==> src/hw/rtl/chic_pkg.sv <==
`default_nettype none

package chic_pkg;

  typedef enum logic [1:0] {
    ACT_CAL     = 2'd0,
    ACT_FINISH  = 2'd1,
    ACT_MEASURE = 2'd2,
    ACT_LOAD    = 2'd3
  } action_t;

  // Angle accumulator in degrees scaled by 2^ANGLE_FRAC.
  localparam int ANGLE_FRAC = 20;
  localparam int Z_W        = 31;
  // Vector datapath: 17-bit magnitude after negation, times 256, plus CORDIC gain.
  localparam int XY_W       = 28;
  localparam int TBL_LEN    = 24;
  localparam int TBL_IDX_W  = 5;

  typedef logic [TBL_IDX_W-1:0] tbl_idx_t;
  typedef logic signed [Z_W-1:0] angle_t;

  localparam logic signed [15:0] MIN_RESET = 16'sd2000;
  localparam logic signed [15:0] MAX_RESET = -16'sd2000;

  // atan(2^-i) in degrees scaled by 2^20, rounded.
  localparam angle_t ATAN_TBL [TBL_LEN] = '{
    31'sd47185920, 31'sd27855475, 31'sd14718068, 31'sd7471121,
    31'sd3750058,  31'sd1876857,  31'sd938658,   31'sd469357,
    31'sd234682,   31'sd117342,   31'sd58671,    31'sd29335,
    31'sd14668,    31'sd7334,     31'sd3667,     31'sd1833,
    31'sd917,      31'sd458,      31'sd229,      31'sd115,
    31'sd57,       31'sd29,       31'sd14,       31'sd7
  };

  localparam angle_t ANGLE_180 = 31'sd188743680;

endpackage

`default_nettype wire

==> src/hw/rtl/compass_hard_iron_calibration_heading_top.sv <==
`default_nettype none

// Hard-iron calibration and heading for a three-axis magnetometer. Each request carries an
// action code: a calibration sample widens the per-axis extremes (zero values are ignored),
// finish sets each offset to the midpoint of its axis extremes, load writes the offsets from
// the sample fields, and measure subtracts the offsets with 16-bit saturation and computes
// atan2(y, x) with a single CORDIC rotation stage reused once per iteration. A measure request
// passes through the subtract, setup, iteration, rounding and result states in that order, with
// the iteration state repeated once per CORDIC iteration; the other actions go straight to the
// result state. The block holds in_stall high while a request is in progress and until its
// result has been taken. The heading is given in units of 2^-HEADING_FRAC_BITS degree, both
// as -180..+180 and as 0..360 degrees.
module compass_hard_iron_calibration_heading_top #(
  parameter int CORDIC_ITERATIONS = 16,
  parameter int HEADING_FRAC_BITS = 6
) (
  input  wire               clk,
  input  wire               rst_n,

  input  wire               in_valid,
  output logic              in_stall,
  input  wire  [1:0]        in_action,
  input  wire  signed [15:0] in_mag_x,
  input  wire  signed [15:0] in_mag_y,
  input  wire  signed [15:0] in_mag_z,

  output logic              out_valid,
  input  wire               out_stall,
  output logic signed [15:0] out_corrected_x,
  output logic signed [15:0] out_corrected_y,
  output logic signed [15:0] out_corrected_z,
  output logic signed [14:0] out_heading_signed,
  output logic        [14:0] out_heading_unsigned,
  output logic signed [15:0] out_offset_x_out,
  output logic signed [15:0] out_offset_y_out,
  output logic signed [15:0] out_offset_z_out
);

  localparam int CNT_W    = $clog2(CORDIC_ITERATIONS);
  localparam int XY_W     = chic_pkg::XY_W;
  localparam int Z_W      = chic_pkg::Z_W;
  localparam int RND_SH   = chic_pkg::ANGLE_FRAC - HEADING_FRAC_BITS;
  localparam logic [CNT_W-1:0] CNT_LAST = CNT_W'(CORDIC_ITERATIONS - 1);
  localparam logic signed [Z_W-1:0] RND_HALF  = Z_W'(64'sd1 <<< (RND_SH - 1));
  localparam logic signed [Z_W-1:0] HEAD_LIM  = Z_W'(64'sd180 <<< HEADING_FRAC_BITS);
  localparam logic signed [Z_W-1:0] HEAD_WRAP = Z_W'(64'sd360 <<< HEADING_FRAC_BITS);

  typedef enum logic [5:0] {
    S_IDLE  = 6'b000001,
    S_PREP  = 6'b000010,
    S_SETUP = 6'b000100,
    S_ITER  = 6'b001000,
    S_ROUND = 6'b010000,
    S_DONE  = 6'b100000
  } state_t;

  state_t state_r, state_nxt;

  logic [1:0]               act_r;
  logic signed [15:0]       mag_r [3];
  logic signed [15:0]       min_r [3];
  logic signed [15:0]       max_r [3];
  logic signed [15:0]       off_r [3];
  logic signed [15:0]       corr_r [3];
  logic signed [XY_W-1:0]   x_r, y_r;
  logic signed [Z_W-1:0]    z_r;
  logic                     zero_vec_r;
  logic [CNT_W-1:0]         cnt_r;
  logic signed [14:0]       head_s_r;
  logic        [14:0]       head_u_r;

  logic                     in_acc;
  logic                     out_acc;
  logic signed [16:0]       diff [3];
  logic signed [15:0]       sat [3];
  logic signed [XY_W-1:0]   cx, cy, sx, sy, dx, dy;
  logic signed [Z_W-1:0]    rnd, lim_s, hu_full;
  logic signed [16:0]       mid_sum [3];

  assign in_acc   = in_valid && !in_stall;
  assign out_acc  = out_valid && !out_stall;
  assign in_stall = (state_r != S_IDLE);
  assign out_valid = (state_r == S_DONE);

  function automatic logic signed [15:0] mag_in(input int k);
    logic signed [15:0] v;
    case (k)
      0:       v = in_mag_x;
      1:       v = in_mag_y;
      default: v = in_mag_z;
    endcase
    return v;
  endfunction

  // Saturating subtract of the offsets.
  always_comb begin
    for (int k = 0; k < 3; k++) begin
      diff[k] = 17'(mag_r[k]) - 17'(off_r[k]);
      if (diff[k] > 17'sd32767) begin
        sat[k] = 16'sh7fff;
      end else if (diff[k] < -17'sd32768) begin
        sat[k] = -16'sh8000;
      end else begin
        sat[k] = diff[k][15:0];
      end
      mid_sum[k] = 17'(max_r[k]) + 17'(min_r[k]);
    end
  end

  // CORDIC setup: move the vector into the right half plane.
  always_comb begin
    cx = XY_W'(corr_r[0]);
    cy = XY_W'(corr_r[1]);
    if (corr_r[0] < 0) begin
      sx = -cx;
      sy = -cy;
    end else begin
      sx = cx;
      sy = cy;
    end
  end

  // One rotation stage, shared by all iterations.
  assign dx = y_r >>> cnt_r;
  assign dy = x_r >>> cnt_r;

  always_comb begin
    rnd = (z_r + RND_HALF) >>> RND_SH;
    if (rnd > HEAD_LIM) begin
      lim_s = HEAD_LIM;
    end else if (rnd < -HEAD_LIM) begin
      lim_s = -HEAD_LIM;
    end else begin
      lim_s = rnd;
    end
    if (zero_vec_r) begin
      lim_s = '0;
    end
    hu_full = (lim_s < 0) ? lim_s + HEAD_WRAP : lim_s;
  end

  always_comb begin
    state_nxt = state_r;
    unique case (state_r)
      S_IDLE: begin
        if (in_acc) begin
          state_nxt = (chic_pkg::action_t'(in_action) == chic_pkg::ACT_MEASURE) ?
                      S_PREP : S_DONE;
        end
      end
      S_PREP:  state_nxt = S_SETUP;
      S_SETUP: state_nxt = S_ITER;
      S_ITER: begin
        if (cnt_r == CNT_LAST) begin
          state_nxt = S_ROUND;
        end
      end
      S_ROUND: state_nxt = S_DONE;
      S_DONE: begin
        if (out_acc) begin
          state_nxt = S_IDLE;
        end
      end
      default: state_nxt = S_IDLE;
    endcase
  end

  always_ff @(posedge clk) begin
    if (!rst_n) begin
      state_r <= S_IDLE;
      for (int k = 0; k < 3; k++) begin
        min_r[k] <= chic_pkg::MIN_RESET;
        max_r[k] <= chic_pkg::MAX_RESET;
        off_r[k] <= '0;
      end
    end else begin
      state_r <= state_nxt;
      if (in_acc) begin
        unique case (chic_pkg::action_t'(in_action))
          chic_pkg::ACT_CAL: begin
            for (int k = 0; k < 3; k++) begin
              if (mag_in(k) != 16'sd0) begin
                if (mag_in(k) < min_r[k]) begin
                  min_r[k] <= mag_in(k);
                end
                if (mag_in(k) > max_r[k]) begin
                  max_r[k] <= mag_in(k);
                end
              end
            end
          end
          chic_pkg::ACT_FINISH: begin
            // Halve the sum, rounding toward zero.
            for (int k = 0; k < 3; k++) begin
              off_r[k] <= 16'((mid_sum[k] + 17'(mid_sum[k][16])) >>> 1);
            end
          end
          chic_pkg::ACT_LOAD: begin
            off_r[0] <= in_mag_x;
            off_r[1] <= in_mag_y;
            off_r[2] <= in_mag_z;
          end
          chic_pkg::ACT_MEASURE: begin
          end
          default: begin
          end
        endcase
      end
    end
  end

  // Datapath registers.
  always_ff @(posedge clk) begin
    unique case (state_r)
      S_IDLE: begin
        if (in_acc) begin
          act_r    <= in_action;
          mag_r[0] <= in_mag_x;
          mag_r[1] <= in_mag_y;
          mag_r[2] <= in_mag_z;
          for (int k = 0; k < 3; k++) begin
            corr_r[k] <= '0;
          end
          head_s_r <= '0;
          head_u_r <= '0;
        end
      end
      S_PREP: begin
        for (int k = 0; k < 3; k++) begin
          corr_r[k] <= sat[k];
        end
      end
      S_SETUP: begin
        x_r        <= sx <<< 8;
        y_r        <= sy <<< 8;
        cnt_r      <= '0;
        zero_vec_r <= (corr_r[0] == 16'sd0) && (corr_r[1] == 16'sd0);
        if (corr_r[0] < 0) begin
          z_r <= (corr_r[1] >= 0) ? chic_pkg::ANGLE_180 : -chic_pkg::ANGLE_180;
        end else begin
          z_r <= '0;
        end
      end
      S_ITER: begin
        if (y_r >= 0) begin
          x_r <= x_r + dx;
          y_r <= y_r - dy;
          z_r <= z_r + chic_pkg::ATAN_TBL[chic_pkg::tbl_idx_t'(cnt_r)];
        end else begin
          x_r <= x_r - dx;
          y_r <= y_r + dy;
          z_r <= z_r - chic_pkg::ATAN_TBL[chic_pkg::tbl_idx_t'(cnt_r)];
        end
        cnt_r <= cnt_r + 1'b1;
      end
      S_ROUND: begin
        head_s_r <= lim_s[14:0];
        head_u_r <= hu_full[14:0];
      end
      S_DONE: begin
      end
      default: begin
      end
    endcase
  end

  assign out_corrected_x      = corr_r[0];
  assign out_corrected_y      = corr_r[1];
  assign out_corrected_z      = corr_r[2];
  assign out_heading_signed   = head_s_r;
  assign out_heading_unsigned = head_u_r;
  assign out_offset_x_out     = off_r[0];
  assign out_offset_y_out     = off_r[1];
  assign out_offset_z_out     = off_r[2];

`ifndef SYNTHESIS
  // Only a measure request may leave corrected values or a heading behind.
  a_zero_unless_measure: assert property (@(posedge clk) disable iff (!rst_n)
    (out_valid && chic_pkg::action_t'(act_r) != chic_pkg::ACT_MEASURE) |->
      (corr_r[0] == 16'sd0 && corr_r[1] == 16'sd0 && corr_r[2] == 16'sd0 &&
       head_s_r == 15'sd0 && head_u_r == 15'd0))
    else $error("nonzero measurement fields on a non-measure result");

  // One request at a time: nothing is accepted while a result is pending.
  a_no_accept_with_result: assert property (@(posedge clk) disable iff (!rst_n)
    in_acc |-> !out_valid)
    else $error("request accepted while a result is pending");

  // A finish request leaves the X offset at the midpoint of the X axis extremes.
  a_finish_midpoint: assert property (@(posedge clk) disable iff (!rst_n)
    (in_acc && chic_pkg::action_t'(in_action) == chic_pkg::ACT_FINISH) |=>
      (17'(off_r[0]) * 2 - (17'($past(max_r[0])) + 17'($past(min_r[0]))) == 17'sd0 ||
       17'(off_r[0]) * 2 - (17'($past(max_r[0])) + 17'($past(min_r[0]))) == 17'sd1 ||
       17'(off_r[0]) * 2 - (17'($past(max_r[0])) + 17'($past(min_r[0]))) == -17'sd1))
    else $error("finish produced a wrong X offset");

  // The iteration loop leaves after exactly the configured number of steps.
  a_iter_exit: assert property (@(posedge clk) disable iff (!rst_n)
    (state_r == S_ITER && cnt_r == CNT_LAST) |=> (state_r == S_ROUND))
    else $error("CORDIC loop did not end on its last iteration");
`endif

endmodule

`default_nettype wire
==> config.mk <==
export PLATFORM = sky130hd
export DESIGN_NAME = compass_hard_iron_calibration_heading_top
export DESIGN_NICKNAME = d
export VERILOG_FILES = /design/src/hw/rtl/chic_pkg.sv /design/src/hw/rtl/compass_hard_iron_calibration_heading_top.sv
export SDC_FILE = /design/constraint.sdc
export NUM_CORES = 1
export LEC_CHECK = 0
export BUFFER_PORTS_ARGS = -buffer_cell sky130_fd_sc_hd__buf_2
export CAP_MARGIN = 20
export CORE_MARGIN = 2
export CORE_UTILIZATION = 45
export CTS_CLUSTER_SIZE = 25
export DETAILED_ROUTE_END_ITERATION = 10
export GPL_ROUTABILITY_DRIVEN = 0
export SYNTH_ARGS = -nofsm -noshare
export SYNTH_HDL_FRONTEND = slang
export SYNTH_SLANG_ARGS = --single-unit
==> constraint.sdc <==
create_clock -name clk -period 7.5 [get_ports clk]
set_input_delay 0.375 -clock clk [delete_from_list [all_inputs] [get_ports clk]]
set_output_delay 0.375 -clock clk [all_outputs]
set_load 0.01 [all_outputs]
==> results.cfg <==
[drt]
ant_nets = 0
drt-initial-drc-count = 1925
vias = 26190
vias_per_cell = 5.751
post-route-drc-count = 0
routed_wl_um = 88430
post_drt_wl_per_cell_um = 19.42
drtPass1Iterations = 5

[clock_tree]
hold_buffers = 0
clock_sinks = 359
cts_root_buffer = clkbuf_16
cts_tree = built
clockBufferDepth = 3
htreeDepth = 2
numCtsBuffers = 46
clk_latency_ns = 0.61
cts_setup_buffers = 0
path_clk_slew_ns = 0.06
cts-resized-gates = 0

[worst_setup_path]
endpoint_kind = flop
critical_path_class = flop to flop
worstPathMaxFanout = 12
cp_cell_sequence = inv_2, ha_1, inv_1, a21oi_1, o22ai_1, ha_1, nand3_1, or3_1, o21ai_1, xor2_1, ha_1, and3_1, nor3b_1, o311ai_0, a31oi_1, a311oi_1, nor3_1, o41ai_1, o31ai_1, mux2i_1, nand2_1
crit_slowest_cell = a31oi_1
cp.arrival_ns = 6.17
cpPeakStageDelay_ns = 0.45
crit_required_ns = 7.86
startpoint_type = flop
crit_top_cell = ha_1

[power]
p_per_area_nw_per_um2 = 169.0
ir_drop_mv = 0.1700
p_leak_nw = 14.42

[sta]
drv_slew = 0
fin_worst_skew_ns = 0.05561
hold_violations = 0
period_minus_slack_ns = 5.814
worst_slew_pin_slew_ns = 0.9396
setup_viol = 0
relSlewSlack = 0.3736
fmax_ghz = 0.1720
fin_ws_ns = 1.686
hold_ws_ns = 0.04954
tns_ns = 0
period_share = 0.7753
rsz0062_at_grt = no

[global_routing]
grt_max_degree = 83
grt_usage = 0.2368
grt_pass1_vias = 25070
antenna_found_initial = 0
overflow = 0
grt_pass1_wl_um = 139300

[yosys]
synth_edf_count = 353
synth_nets = 3822
ys_ff_latch = 359
syn_inst = 3460
synthesis.area_um2 = 31930
syn_area_per_cell_um2 = 9.227
synth_area_leaders = edfxtp_1 33%, ha_1 12%, xnor2_1 4.6%, o21ai_0 4.1%, nand2_1 3.6%
ys.flop_type = edfxtp_1
synth.top_cell.area_share = 0.3320
synth_commonest_cells = 353 x edfxtp_1, 306 x nand2_1, 299 x ha_1
synth.most_common_cell = edfxtp_1
yosys.area.top_type = edfxtp_1
synth-seq-area-share = 0.3358
yosysUniqueCellTypes = 96
async_flop_share = 0
synth_warnings = 0

[min_path]
hold_class = input pin to flop

[floorplan]
num_rows = 97
die_x_um = 270.4
floorplan.initialDensity = 0.4551
dieArea_um2 = 73090
core_region_area_um2 = 70150
die_height_um = 270.4
ios = 182

[placed_design]
placed_area_um2 = 33510
dp.cells = 4469
dpl.hpwl_um = 67020
portBuffers = 181
place_ws_ns = 1.736

[job]
maxCapViolCount = 0

[layout]
area_growth_pct = 9.833
final_layout_size_suffix_gt1_frac = 0.1162
layoutNonFillerInstCount = 4554
final_nets = 3939
diodes = 0
design_area_um2 = 35060

[status]
status = finished, final reports clean
-- where the power goes --
group	switching, W	internal [W]
combinational	0.000726	0.000465
clock	0.000931	0.00135
sequential	0.0000866	0.00236
total	0.00174	0.00418
-- worst max-delay path, delay by kind of cell, from the launching register on --
family,cells,cell delay (ns)
AND/OR/NAND/NOR,6,1.28
adder cells (fa/ha/maj),3,0.98
flip-flops,1,0.43
multiplexers,1,0.21
buffers and inverters,2,0.42
AO/OA/AOI/OAI,8,2.14
XOR/XNOR,1,0.14
-- cells by family (layout without fill, tap and decap cells) --
family / after synthesis / count (layout) / share of synthesized area
flip-flops: 359 / 359 / 0.3358
AO/OA/AOI/OAI: 917 / 917 / 0.1823
XOR/XNOR: 297 / 297 / 0.08148
buffers and inverters: 407 / 561 / 0.05499
adder cells (fa/ha/maj): 308 / 308 / 0.1228
AND/OR/NAND/NOR: 1040 / 1040 / 0.1589
multiplexers: 132 / 132 / 0.06376
-- stage by stage --
| step | utilization | power (W) |
|---|---|---|
| global route | 0.4999 | 0.006200 |
| detailed placement | 0.4778 | 0.003676 |
| CTS | 0.4999 | 0.005982 |
| floorplan | - | 0.003300 |
| finish | 0.4999 | 0.005926 |
| global placement | 0.4778 | 0.003669 |
-- path summary, 6_finish.rpt --
check	from	endpoint	slack (ns)	cells after the start
max reg2reg	cnt_r[1]	z_r[30]	1.69	21
min reg2reg	state_r[5]	state_r[0]	0.59	2
max	cnt_r[1]	z_r[30]	1.69	21
min	in_action[0]	state_r[1]	0.05	2
-- layout by cell type, fill, tap and decap left out, drive strengths merged, types with 80 or more instances in the layout --
| cell | instances |
|---|---|
| o21ai | 268 |
| edfxtp | 353 |
| a21oi | 205 |
| nand2 | 306 |
| xor2 | 130 |
| nor2 | 255 |
| nor3 | 80 |
| buf | 211 |
| inv | 266 |
| a21o | 93 |
| ha | 299 |
| xnor2 | 167 |
-- area by class of cell --
type,instances,area (µm²)
fill,6756,35080
multi-input combinational,2694,19480
sequential,359,10720
clock buffer,57,1242
tap,940,1176
timing repair buffer,211,1144
inverter,265,994.7
clock inverter,28,307.8
-- metal layers --
metal,share of wire,track usage,routed length (µm),vias to the layer above
met4,0.037,0.08883,3300,0
met5,0,0,0,-
li1,-,-,-,12940
met1,0.44,0.3143,39100,12440
met2,0.47,0.3972,41780,663
met3,0.048,0.02623,4252,152
-- sequential cells by signal, summed over array words and instances (netlist names), 6 cells and up --
register	flops
corr_r	48
mag_r	48
max_r	48
min_r	48
off_r	48
out_heading_signed	6
out_heading_unsigned	15
state_r	6
x_r	28
y_r	28
z_r	31
No activity file was read; power rests on OpenSTA's default activity.
